--- src/rtl/core/dpsu_pkg.sv ---
// ----------------------------------------------------------------------------
// dpsu_pkg
// types and constants of the dot product and scaled update block
// ----------------------------------------------------------------------------
package dpsu_pkg;

  localparam int ElemW     = 16;
  localparam int LaneW     = 32;
  localparam int LaneCount = 4;
  localparam int LaneIdxW  = $clog2(LaneCount);
  localparam int PosW      = 3;
  localparam int SumW      = LaneW + LaneIdxW;

  typedef logic signed [ElemW-1:0] elem_t;
  typedef logic signed [LaneW-1:0] lane_t;
  typedef logic        [PosW-1:0]  pos_t;

  localparam lane_t SatMax = {1'b0, {(LaneW-1){1'b1}}};
  localparam lane_t SatMin = {1'b1, {(LaneW-1){1'b0}}};

  // input register contents
  typedef struct packed {
    elem_t weight_elem;
    elem_t sample_elem;
    elem_t update_elem;
    logic  run_end;
  } in_word_t;

  // multiplier stage contents
  typedef struct packed {
    elem_t new_weight;
    lane_t prod;
    logic  run_end;
  } mul_word_t;

  // accumulator stage contents, snap only meaningful on run end
  typedef struct packed {
    elem_t                     new_weight;
    lane_t [LaneCount-1:0]     snap;
    logic                      run_end;
  } acc_word_t;

  // four-way signed add with saturation to 32 bits
  function automatic lane_t sat_total(lane_t [LaneCount-1:0] lanes);
    logic signed [SumW-1:0] sum;
    sum = '0;
    for (int i = 0; i < LaneCount; i++) begin
      sum = sum + SumW'(lanes[i]);
    end
    if (sum > SumW'(SatMax)) begin
      sat_total = SatMax;
    end else if (sum < SumW'(SatMin)) begin
      sat_total = SatMin;
    end else begin
      sat_total = sum[LaneW-1:0];
    end
  endfunction

endpackage

--- src/rtl/core/dpsu_in_if.sv ---
// ----------------------------------------------------------------------------
// dpsu_in_if
// input channel: one element of each vector per word
// ----------------------------------------------------------------------------
interface dpsu_in_if;
  logic               valid;
  logic               ready;
  logic signed [15:0] weight_elem;
  logic signed [15:0] sample_elem;
  logic signed [15:0] update_elem;
  logic               run_end;

  modport source (output valid, weight_elem, sample_elem, update_elem, run_end,
                  input ready);
  modport sink   (input valid, weight_elem, sample_elem, update_elem, run_end,
                  output ready);
endinterface

--- src/rtl/core/dpsu_out_if.sv ---
// ----------------------------------------------------------------------------
// dpsu_out_if
// result channel: updated weight and, on run end, the dot product
// ----------------------------------------------------------------------------
interface dpsu_out_if;
  logic               valid;
  logic               ready;
  logic signed [15:0] new_weight;
  logic signed [31:0] dot_total;
  logic               total_valid;

  modport source (output valid, new_weight, dot_total, total_valid, input ready);
  modport sink   (input valid, new_weight, dot_total, total_valid, output ready);
endinterface

--- src/rtl/core/dpsu_mul.sv ---
// ----------------------------------------------------------------------------
// dpsu_mul
// multiplier stage: weight update and weight times sample product
// ----------------------------------------------------------------------------
module dpsu_mul (
  input  logic                clk,
  input  logic                rst_n,
  input  dpsu_pkg::elem_t     scale,
  input  logic                up_valid,
  input  dpsu_pkg::in_word_t  up_word,
  output logic                up_ready,
  output logic                dn_valid,
  output dpsu_pkg::mul_word_t dn_word,
  input  logic                dn_ready
);
  import dpsu_pkg::*;

  logic      valid_r;
  mul_word_t word_r;
  mul_word_t word_nxt;
  lane_t     upd_prod;

  assign up_ready = !valid_r || dn_ready;

  always_comb begin
    upd_prod            = lane_t'(scale) * lane_t'(up_word.update_elem);
    // only the low half of the scaled term reaches the new weight
    word_nxt.new_weight = up_word.weight_elem + elem_t'(upd_prod[ElemW-1:0]);
    word_nxt.prod       = lane_t'(up_word.weight_elem) * lane_t'(up_word.sample_elem);
    word_nxt.run_end    = up_word.run_end;
  end

  always_ff @(posedge clk) begin
    if (!rst_n) begin
      valid_r <= 1'b0;
    end else if (up_ready) begin
      valid_r <= up_valid;
    end
  end

  always_ff @(posedge clk) begin
    if (up_ready && up_valid) begin
      word_r <= word_nxt;
    end
  end

  assign dn_valid = valid_r;
  assign dn_word  = word_r;

endmodule

--- src/rtl/core/dpsu_acc.sv ---
// ----------------------------------------------------------------------------
// dpsu_acc
// lane accumulator: folds products into four wrapping lane sums
// ----------------------------------------------------------------------------
module dpsu_acc (
  input  logic                clk,
  input  logic                rst_n,
  input  logic                up_valid,
  input  dpsu_pkg::mul_word_t up_word,
  output logic                up_ready,
  output logic                dn_valid,
  output dpsu_pkg::acc_word_t dn_word,
  input  logic                dn_ready
);
  import dpsu_pkg::*;

  logic                  valid_r;
  acc_word_t             word_r;
  lane_t [LaneCount-1:0] lanes_r;
  lane_t [LaneCount-1:0] lanes_nxt;
  pos_t                  pos_r;
  logic [LaneIdxW-1:0]   lane_sel;
  logic                  take;

  assign up_ready = !valid_r || dn_ready;
  assign take     = up_ready && up_valid;
  // lane is (position mod 8) / 2
  assign lane_sel = pos_r[PosW-1:1];

  always_comb begin
    for (int i = 0; i < LaneCount; i++) begin
      if (lane_sel == LaneIdxW'(i)) begin
        lanes_nxt[i] = lanes_r[i] + up_word.prod;
      end else begin
        lanes_nxt[i] = lanes_r[i];
      end
    end
  end

  always_ff @(posedge clk) begin
    if (!rst_n) begin
      valid_r <= 1'b0;
      lanes_r <= '0;
      pos_r   <= '0;
    end else begin
      if (up_ready) begin
        valid_r <= up_valid;
      end
      if (take) begin
        if (up_word.run_end) begin
          lanes_r <= '0;
          pos_r   <= '0;
        end else begin
          lanes_r <= lanes_nxt;
          pos_r   <= pos_r + pos_t'(1);
        end
      end
    end
  end

  always_ff @(posedge clk) begin
    if (take) begin
      word_r.new_weight <= up_word.new_weight;
      word_r.snap       <= lanes_nxt;
      word_r.run_end    <= up_word.run_end;
    end
  end

  assign dn_valid = valid_r;
  assign dn_word  = word_r;

endmodule

--- src/rtl/core/dpsu_out.sv ---
// ----------------------------------------------------------------------------
// dpsu_out
// output register: saturated lane total on run end
// ----------------------------------------------------------------------------
module dpsu_out (
  input  logic                clk,
  input  logic                rst_n,
  input  logic                up_valid,
  input  dpsu_pkg::acc_word_t up_word,
  output logic                up_ready,
  dpsu_out_if.source          out_ch
);
  import dpsu_pkg::*;

  logic  valid_r;
  elem_t new_weight_r;
  lane_t dot_total_r;
  logic  total_valid_r;
  lane_t dot_total_nxt;

  assign up_ready = !valid_r || out_ch.ready;

  always_comb begin
    if (up_word.run_end) begin
      dot_total_nxt = sat_total(up_word.snap);
    end else begin
      dot_total_nxt = '0;
    end
  end

  always_ff @(posedge clk) begin
    if (!rst_n) begin
      valid_r <= 1'b0;
    end else if (up_ready) begin
      valid_r <= up_valid;
    end
  end

  always_ff @(posedge clk) begin
    if (up_ready && up_valid) begin
      new_weight_r  <= up_word.new_weight;
      dot_total_r   <= dot_total_nxt;
      total_valid_r <= up_word.run_end;
    end
  end

  assign out_ch.valid       = valid_r;
  assign out_ch.new_weight  = new_weight_r;
  assign out_ch.dot_total   = dot_total_r;
  assign out_ch.total_valid = total_valid_r;

endmodule

--- src/rtl/core/dot_product_and_scaled_update.sv ---
// ----------------------------------------------------------------------------
// dot_product_and_scaled_update
// int16 dot product over a run with multiply-add weight update
// ----------------------------------------------------------------------------
// Takes one word per clock while the output is not stalled and returns one
// result per word through four register stages: input register, multiplier
// stage (one 16x16 multiply for the weight update and one for the product),
// lane accumulator, and output register with the saturating four-way add.
// Sustained rate is one word per cycle; a stalled output fills the stages
// before in_ch.ready drops. cfg_wdata sets the update scale and must only be
// written while no word is in flight.
// ----------------------------------------------------------------------------
module dot_product_and_scaled_update (
  input  logic               clk,
  input  logic               rst_n,
  input  logic               cfg_we,
  input  logic signed [15:0] cfg_wdata,
  dpsu_in_if.sink            in_ch,
  dpsu_out_if.source         out_ch
);
  import dpsu_pkg::*;

  elem_t     scale_r;
  logic      in_valid_r;
  in_word_t  in_word_r;
  logic      mul_ready;
  logic      mul_valid;
  mul_word_t mul_word;
  logic      acc_ready;
  logic      acc_valid;
  acc_word_t acc_word;
  logic      out_ready;

  always_ff @(posedge clk) begin
    if (!rst_n) begin
      scale_r <= '0;
    end else if (cfg_we) begin
      scale_r <= cfg_wdata;
    end
  end

  assign in_ch.ready = !in_valid_r || mul_ready;

  always_ff @(posedge clk) begin
    if (!rst_n) begin
      in_valid_r <= 1'b0;
    end else if (in_ch.ready) begin
      in_valid_r <= in_ch.valid;
    end
  end

  always_ff @(posedge clk) begin
    if (in_ch.ready && in_ch.valid) begin
      in_word_r.weight_elem <= in_ch.weight_elem;
      in_word_r.sample_elem <= in_ch.sample_elem;
      in_word_r.update_elem <= in_ch.update_elem;
      in_word_r.run_end     <= in_ch.run_end;
    end
  end

  dpsu_mul u_mul (
    .clk      (clk),
    .rst_n    (rst_n),
    .scale    (scale_r),
    .up_valid (in_valid_r),
    .up_word  (in_word_r),
    .up_ready (mul_ready),
    .dn_valid (mul_valid),
    .dn_word  (mul_word),
    .dn_ready (acc_ready)
  );

  dpsu_acc u_acc (
    .clk      (clk),
    .rst_n    (rst_n),
    .up_valid (mul_valid),
    .up_word  (mul_word),
    .up_ready (acc_ready),
    .dn_valid (acc_valid),
    .dn_word  (acc_word),
    .dn_ready (out_ready)
  );

  dpsu_out u_out (
    .clk      (clk),
    .rst_n    (rst_n),
    .up_valid (acc_valid),
    .up_word  (acc_word),
    .up_ready (out_ready),
    .out_ch   (out_ch)
  );

endmodule

--- src/flat_wrapper.sv ---
// flat-port wrapper written by rule: the top's interface ports become plain ports
module dot_product_and_scaled_update_flat import dpsu_pkg::*;
  (clk, rst_n, cfg_we, cfg_wdata, in_ch_valid, in_ch_weight_elem, in_ch_sample_elem, in_ch_update_elem, in_ch_run_end, in_ch_ready, out_ch_valid, out_ch_new_weight, out_ch_dot_total, out_ch_total_valid, out_ch_ready);
  dpsu_in_if in_ch_i ();
  dpsu_out_if out_ch_i ();
  input  logic clk;
  input  logic rst_n;
  input  logic cfg_we;
  input  logic signed [15:0] cfg_wdata;
  input wire logic [$bits(in_ch_i.valid)-1:0] in_ch_valid;
  input wire logic [$bits(in_ch_i.weight_elem)-1:0] in_ch_weight_elem;
  input wire logic [$bits(in_ch_i.sample_elem)-1:0] in_ch_sample_elem;
  input wire logic [$bits(in_ch_i.update_elem)-1:0] in_ch_update_elem;
  input wire logic [$bits(in_ch_i.run_end)-1:0] in_ch_run_end;
  output wire logic [$bits(in_ch_i.ready)-1:0] in_ch_ready;
  output wire logic [$bits(out_ch_i.valid)-1:0] out_ch_valid;
  output wire logic [$bits(out_ch_i.new_weight)-1:0] out_ch_new_weight;
  output wire logic [$bits(out_ch_i.dot_total)-1:0] out_ch_dot_total;
  output wire logic [$bits(out_ch_i.total_valid)-1:0] out_ch_total_valid;
  input wire logic [$bits(out_ch_i.ready)-1:0] out_ch_ready;
  assign in_ch_i.valid = in_ch_valid;
  assign in_ch_i.weight_elem = in_ch_weight_elem;
  assign in_ch_i.sample_elem = in_ch_sample_elem;
  assign in_ch_i.update_elem = in_ch_update_elem;
  assign in_ch_i.run_end = in_ch_run_end;
  assign in_ch_ready = in_ch_i.ready;
  assign out_ch_valid = out_ch_i.valid;
  assign out_ch_new_weight = out_ch_i.new_weight;
  assign out_ch_dot_total = out_ch_i.dot_total;
  assign out_ch_total_valid = out_ch_i.total_valid;
  assign out_ch_i.ready = out_ch_ready;
  dot_product_and_scaled_update u_core (.clk(clk), .rst_n(rst_n), .cfg_we(cfg_we), .cfg_wdata(cfg_wdata), .in_ch(in_ch_i), .out_ch(out_ch_i));
endmodule
--- config.mk ---
export PLATFORM = sky130hd
export DESIGN_NAME = dot_product_and_scaled_update_flat
export DESIGN_NICKNAME = d
export VERILOG_FILES = /design/src/rtl/core/dpsu_pkg.sv /design/src/rtl/core/dpsu_in_if.sv /design/src/rtl/core/dpsu_out_if.sv /design/src/rtl/core/dpsu_mul.sv /design/src/rtl/core/dpsu_acc.sv /design/src/rtl/core/dpsu_out.sv /design/src/rtl/core/dot_product_and_scaled_update.sv /design/src/flat_wrapper.sv
export SDC_FILE = /design/constraint.sdc
export NUM_CORES = 2
export LEC_CHECK = 0
export ABC_AREA = 1
export BUFFER_PORTS_ARGS = -buffer_cell sky130_fd_sc_hd__buf_2
export CAP_MARGIN = 25
export CORE_MARGIN = 5
export CORE_UTILIZATION = 55
export DETAILED_ROUTE_END_ITERATION = 12
export GPL_TIMING_DRIVEN = 0
export PLACE_DENSITY = 0.79
export SKIP_LAST_GASP = 1
export SYNTH_ARGS = -nofsm -noshare
export SYNTH_HDL_FRONTEND = slang
export SYNTH_SLANG_ARGS = --single-unit
--- constraint.sdc ---
create_clock -name clk -period 6.2 [get_ports clk]
set_clock_uncertainty 0.2 [all_clocks]
set_input_delay 0.93 -clock clk [delete_from_list [all_inputs] [get_ports clk]]
set_output_delay 0.93 -clock clk [all_outputs]
set_load 0.03 [all_outputs]
Yosys cells after proc, flatten, opt, wreduce, memory -nomap -nowiden. Cells that the tools add are included.

Flip-flop bits (word level): 443. Latch bits: 0. Memory bits (writable): 0. Memory bits (read-only): 0. Input bits: 70. Output and inout port bits: 51. Word-level logic and storage cells: 66. Memories kept: 0.

Add/subtract/negate cells: 9. Multiply operators: 2. Divide/modulo/power cells: 0. $lt $le $gt $ge: 2. Eq/ne operators: 3. Shift-type cells: 0. Muxes and demuxes: 8. Bitwise operators: 1. Reductions and logical operators: 14.

Operators with widths (count): 2-to-1 mux 32 bit (5); adder 32 bit (4); 2-to-1 mux 128 bit (1); adder 33 x 32 -> 34 bit (1); adder 34 x 32 -> 34 bit (1); greater-than comparator 34 x 32 -> 1 bit, second input constant (1); < comparator 34 x 32 -> 1 bit, second input constant (1); adder 32 x 32 -> 33 bit (1); multiplier 16 x 16 -> 32 bit (1); 2-to-1 mux 31 bit (1); adder 16 bit (1); multiplier 16 x 16 -> 16 bit (1); == test 2 bit, second input constant (2); logical AND 1 bit (4); logical NOT 1 bit (4); logical OR 1 bit (4); adder 3 x 1 -> 3 bit, second input constant (1); 2-to-1 mux 3 bit (1); == test 2 x 1 -> 1 bit, second input constant (1); logical NOT 2 bit (1); OR reduction 2 bit (1); inverter 1 bit (1).

Longest topological paths before layout.
Depth in word-level cells: 6. Mapped depth: 29. Depth with buffers taken out: 27.

Modules after synthesis. From an unflattened synthesis, not the netlist that was laid out.

Cell total of the unflattened synthesis: 6076. Area total of the unflattened synthesis: 45372.3 um^2.

Modules (own cells, without submodules): dpsu_acc (times used 1, cells each 3062, area each 20309.5 um^2, sequential area each 6996.7 um^2); dpsu_mul (times used 1, cells each 2088, area each 16898.7 um^2, sequential area each 1491.4 um^2); dpsu_out (times used 1, cells each 802, area each 6099.6 um^2, sequential area each 1491.4 um^2); dot_product_and_scaled_update (times used 1, cells each 124, area each 2064.5 um^2, sequential area each 1811.7 um^2).

Least setup slack after synthesis. No wires, ideal clock.

Kind: register to register. Start point: register u_core.in_word_r[19] in the netlist's numbering. End point: register u_core.u_mul.word_r, in the netlist u_core.u_mul.dn_word[30], data pin. Library setup time: 0.259 ns. Arrival time: 5.526 ns. Required time: 5.741 ns. Slack: 0.216 ns. Cell stages (with the launch flop): 23. Buffers on the path: 2. Period minus slack after synthesis: 5.984 ns. Cell sequence: edfxtp_1 -> clkbuf_1 -> clkbuf_1 -> nand2_1 -> fa_1 -> inv_1 -> fa_1 -> fa_1 -> fa_1 -> fa_1 -> inv_1 -> fa_1 -> inv_1 -> ha_1 -> nand2_1 -> nor2_1 -> inv_1 -> nor3_1 -> nand3_1 -> nand3_1 -> nand3_1 -> nand2_1 -> xor2_1.

RTL lines: start: declaration (line dot_product_and_scaled_update.sv:25) `in_word_t in_word_r;`; end signal: assignment (line dpsu_mul.sv:43) `word_r <= word_nxt;`; end: declaration (line dpsu_mul.sv:19) `mul_word_t word_r;`.

==> results.ini <==
[global_route]
grt_antenna_before_repair = 2
grt_max_degree = 94
track_usage = 0.3071
grt_first_pass_wirelength_um = 209500
grt-ovfl-total = 0
grt_pass1_vias = 38420

[setup_path]
crit_path_frequent_cell = fa_1
slowest_delay_ns = 0.57
cp_max_fo = 10
crit_chain = clkbuf_4 -> clkbuf_4 -> nand2_1 -> fa_1 -> inv_1 -> fa_1 -> fa_1 -> fa_1 -> fa_1 -> inv_1 -> fa_1 -> inv_1 -> ha_1 -> nand2_1 -> nor4_4 -> nand4_1 -> nand3_2 -> a21oi_1 -> xnor2_1
worstPathArrival_ns = 6.20
critPathKind = reg2reg
crit_slowest_cell = fa_1
cp-start-kind = register
cp_data_required_time_ns = 6.35
worstSetupEndpointType = register

[drt]
route.met3.wl_um = 10560
met1_length_um = 52900
viasPerCell = 5.355
first_pass_iters = 6
drc = 0
dr_wl_met2_um = 62490
top_layer = met5
wl_per_cell_um = 18.36
ant_nets = 0
drt-total-wl_um = 134600
vias = 39250
drt-initial-drc-count = 3690

[worst_hold_path]
min_path_type = reg2reg

[cts]
h-tree-depth = 2
clockBufferDepth = 3
insertion_delay_ns = 0.62
cts_root_buf = clkbuf_16
numCtsBuffers = 49
cts_tree = yes
cts_num_sinks = 443
postCtsHoldBufs = 0
clkSlewWorstSetupHoldPaths_ns = 0.06

[timing]
final_hold_viol_count = 0
setup_ws_ns = 0.1488
finalMaxSlewViolations = 0
period_share = 0.9760
period_needed_ns = 6.051
setup_violations = 0
whs_ns = 0.2055
rsz0062_at_grt = true
slew_headroom = 0.3736
fmax_mhz = 165.3
worst_pin_slew_ns = 0.9396

[yosys]
avgSynthCellArea_um2 = 7.417
syn-cell-area_um2 = 44790
ys_warn_count = 0
syn_inst = 6039
synth_edf_count = 292
async_flop_share = 0
synth-main-ff-cell = edfxtp_1
syn_nets = 6839
synth_cell_types = 42
synth_seq_cells = 443
yosysSeqAreaShare = 0.2632

[placement]
dpl.cell_count = 7222
hpwl_um = 109800
port_buffers = 119
place_congestion = 0.9797
dp_worst_setup_slack_ns = -0.8232

[finish]
final_common_cell = nand2_1
drive_above_1_share = 0.05806
nNetsFinal = 7028
area_delta_synth_final_pct = 9.159
mostFrequentLayoutCells = nand2_1, inv_1, fa_1
finalNonFillerCells = 7330

[die]
coreArea_um2 = 80680
die_area_um2 = 87250
die_w_um = 295.4
row_count = 104
die_y_um = 295.4
ioPinCount = 121
start_util = 0.5552

[outcome]
status = finished clean

[pwr]
power_density_nw_per_um2 = 475.8
p_leak_nw = 26.08
ir_drop_uv = 666.2

[job]
drv_cap = 0

==> synth_stat cells (8+ instances only) <==
library cell,instances,area (um^2)
nor2_1,367,1378
xnor2_1,86,753.2
a21o_1,9,67.56
xor2_1,55,481.7
buf_1,12,45.04
nand2_2,12,75.07
nor3_1,43,215.2
dfxtp_1,151,3023
nand3_1,270,1351
or2_2,18,112.6
nand4_1,41,256.5
o21bai_1,32,240.2
buf_2,13,65.06
nand2_1,1872,7027
o21ai_0,62,310.3
a22oi_1,8,60.06
fa_1,424,8488
edfxtp_1,292,8768
clkbuf_1,139,521.8
nand3b_1,28,210.2
inv_1,1330,4992
a21oi_1,389,1947
and2_1,37,231.5
ha_1,306,3829
==> cells by family after synthesis <==
| group | Yosys count | synth area share |
|---|---|---|
| buf+inv | 1500 | 0.1267 |
| xor+xnor | 141 | 0.02757 |
| simple gates | 2706 | 0.2456 |
| flops | 443 | 0.2632 |
| fa+ha+maj | 730 | 0.2750 |
| compound gates | 519 | 0.06193 |
==> through the flow <==
step	area [um^2]	TNS, ns	total power (W)	util
after floorplan	44790	0	0.01530	-
after global placement	46710	-31.41	0.01874	0.5790
after detailed placement	46820	-8.149	0.01905	0.5804
after CTS	48520	0	0.02222	0.6014
after global routing	48890	-0.2189	0.02545	0.6060
final	48900	0	0.02326	0.6061
==> final timing paths <==
| kind | from | end | slack, ns | depth (start not counted) |
|---|---|---|---|---|
| setup / recovery | u_core.in_word_r[40] | u_core.u_mul.dn_word[25] | 0.15 | 19 |
| hold / removal | u_core.in_word_r[0] | u_core.u_mul.dn_word[0] | 0.21 | 0 |
| hold reg to reg | u_core.in_word_r[0] | u_core.u_mul.dn_word[0] | 0.21 | 0 |
| setup reg to reg | u_core.in_word_r[40] | u_core.u_mul.dn_word[25] | 0.15 | 19 |
==> what timing repair did <==
item,4_1_cts,5_1_grt
pin swaps,2,5
gates cloned,0,0
buffers inserted,7,27
endpoints found under the setup margin,18,16
gates resized for setup,39,80
==> worst max-delay path, delay by kind of cell, from the launching register on <==
kind,cells,cell delay (ns)
adders and majority gates,7,3.34
and+or+nand+nor,5,0.92
buffers and inverters,5,0.66
DFF,1,0.42
xor gates and xnor gates,1,0.14
AOI/OAI and AO/OA,1,0.10
==> area by class of cell <==
| class | instances | area, um^2 |
|---|---|---|
| repair buffers | 157 | 950.9 |
| plain buffers | 149 | 706.9 |
| fillers | 7237 | 31780 |
| inverters | 1332 | 5005 |
| diodes | 1 | 2.502 |
| clock inverters | 26 | 282.8 |
| multi-input cells | 4096 | 27490 |
| well taps | 1060 | 1326 |
| flip-flops and latches | 443 | 11790 |
| clock buffers | 66 | 1340 |
==> where the power goes <==
group | internal (W) | total [W] | leakage, nW | switching (W)
combinational | 0.00586 | 0.0157 | 21.3 | 0.00981
clock | 0.00170 | 0.00298 | 0.794 | 0.00128
sequential | 0.00407 | 0.00461 | 3.96 | 0.000548
==> per-layer routing <==
layer  up-vias  GRT usage
li1      18760          -
met1     18410     0.3948
met2      1667     0.5099
met3       415    0.04620
met4         4     0.1538
met5         -          0
==> sequential cells by signal (all words and copies together), names as in the netlist, 3 cells and up <==
name                            flops
u_core.u_acc.lanes_r              128
u_core.scale_r                     16
u_core.in_word_r                   49
u_core.u_out.out_ch.dot_total      32
u_core.u_out.out_ch.new_weight     16
u_core.u_acc.pos_r                  3
u_core.u_acc.dn_word              145
u_core.u_mul.dn_word               49
No activity file was read; power rests on OpenSTA's default activity.
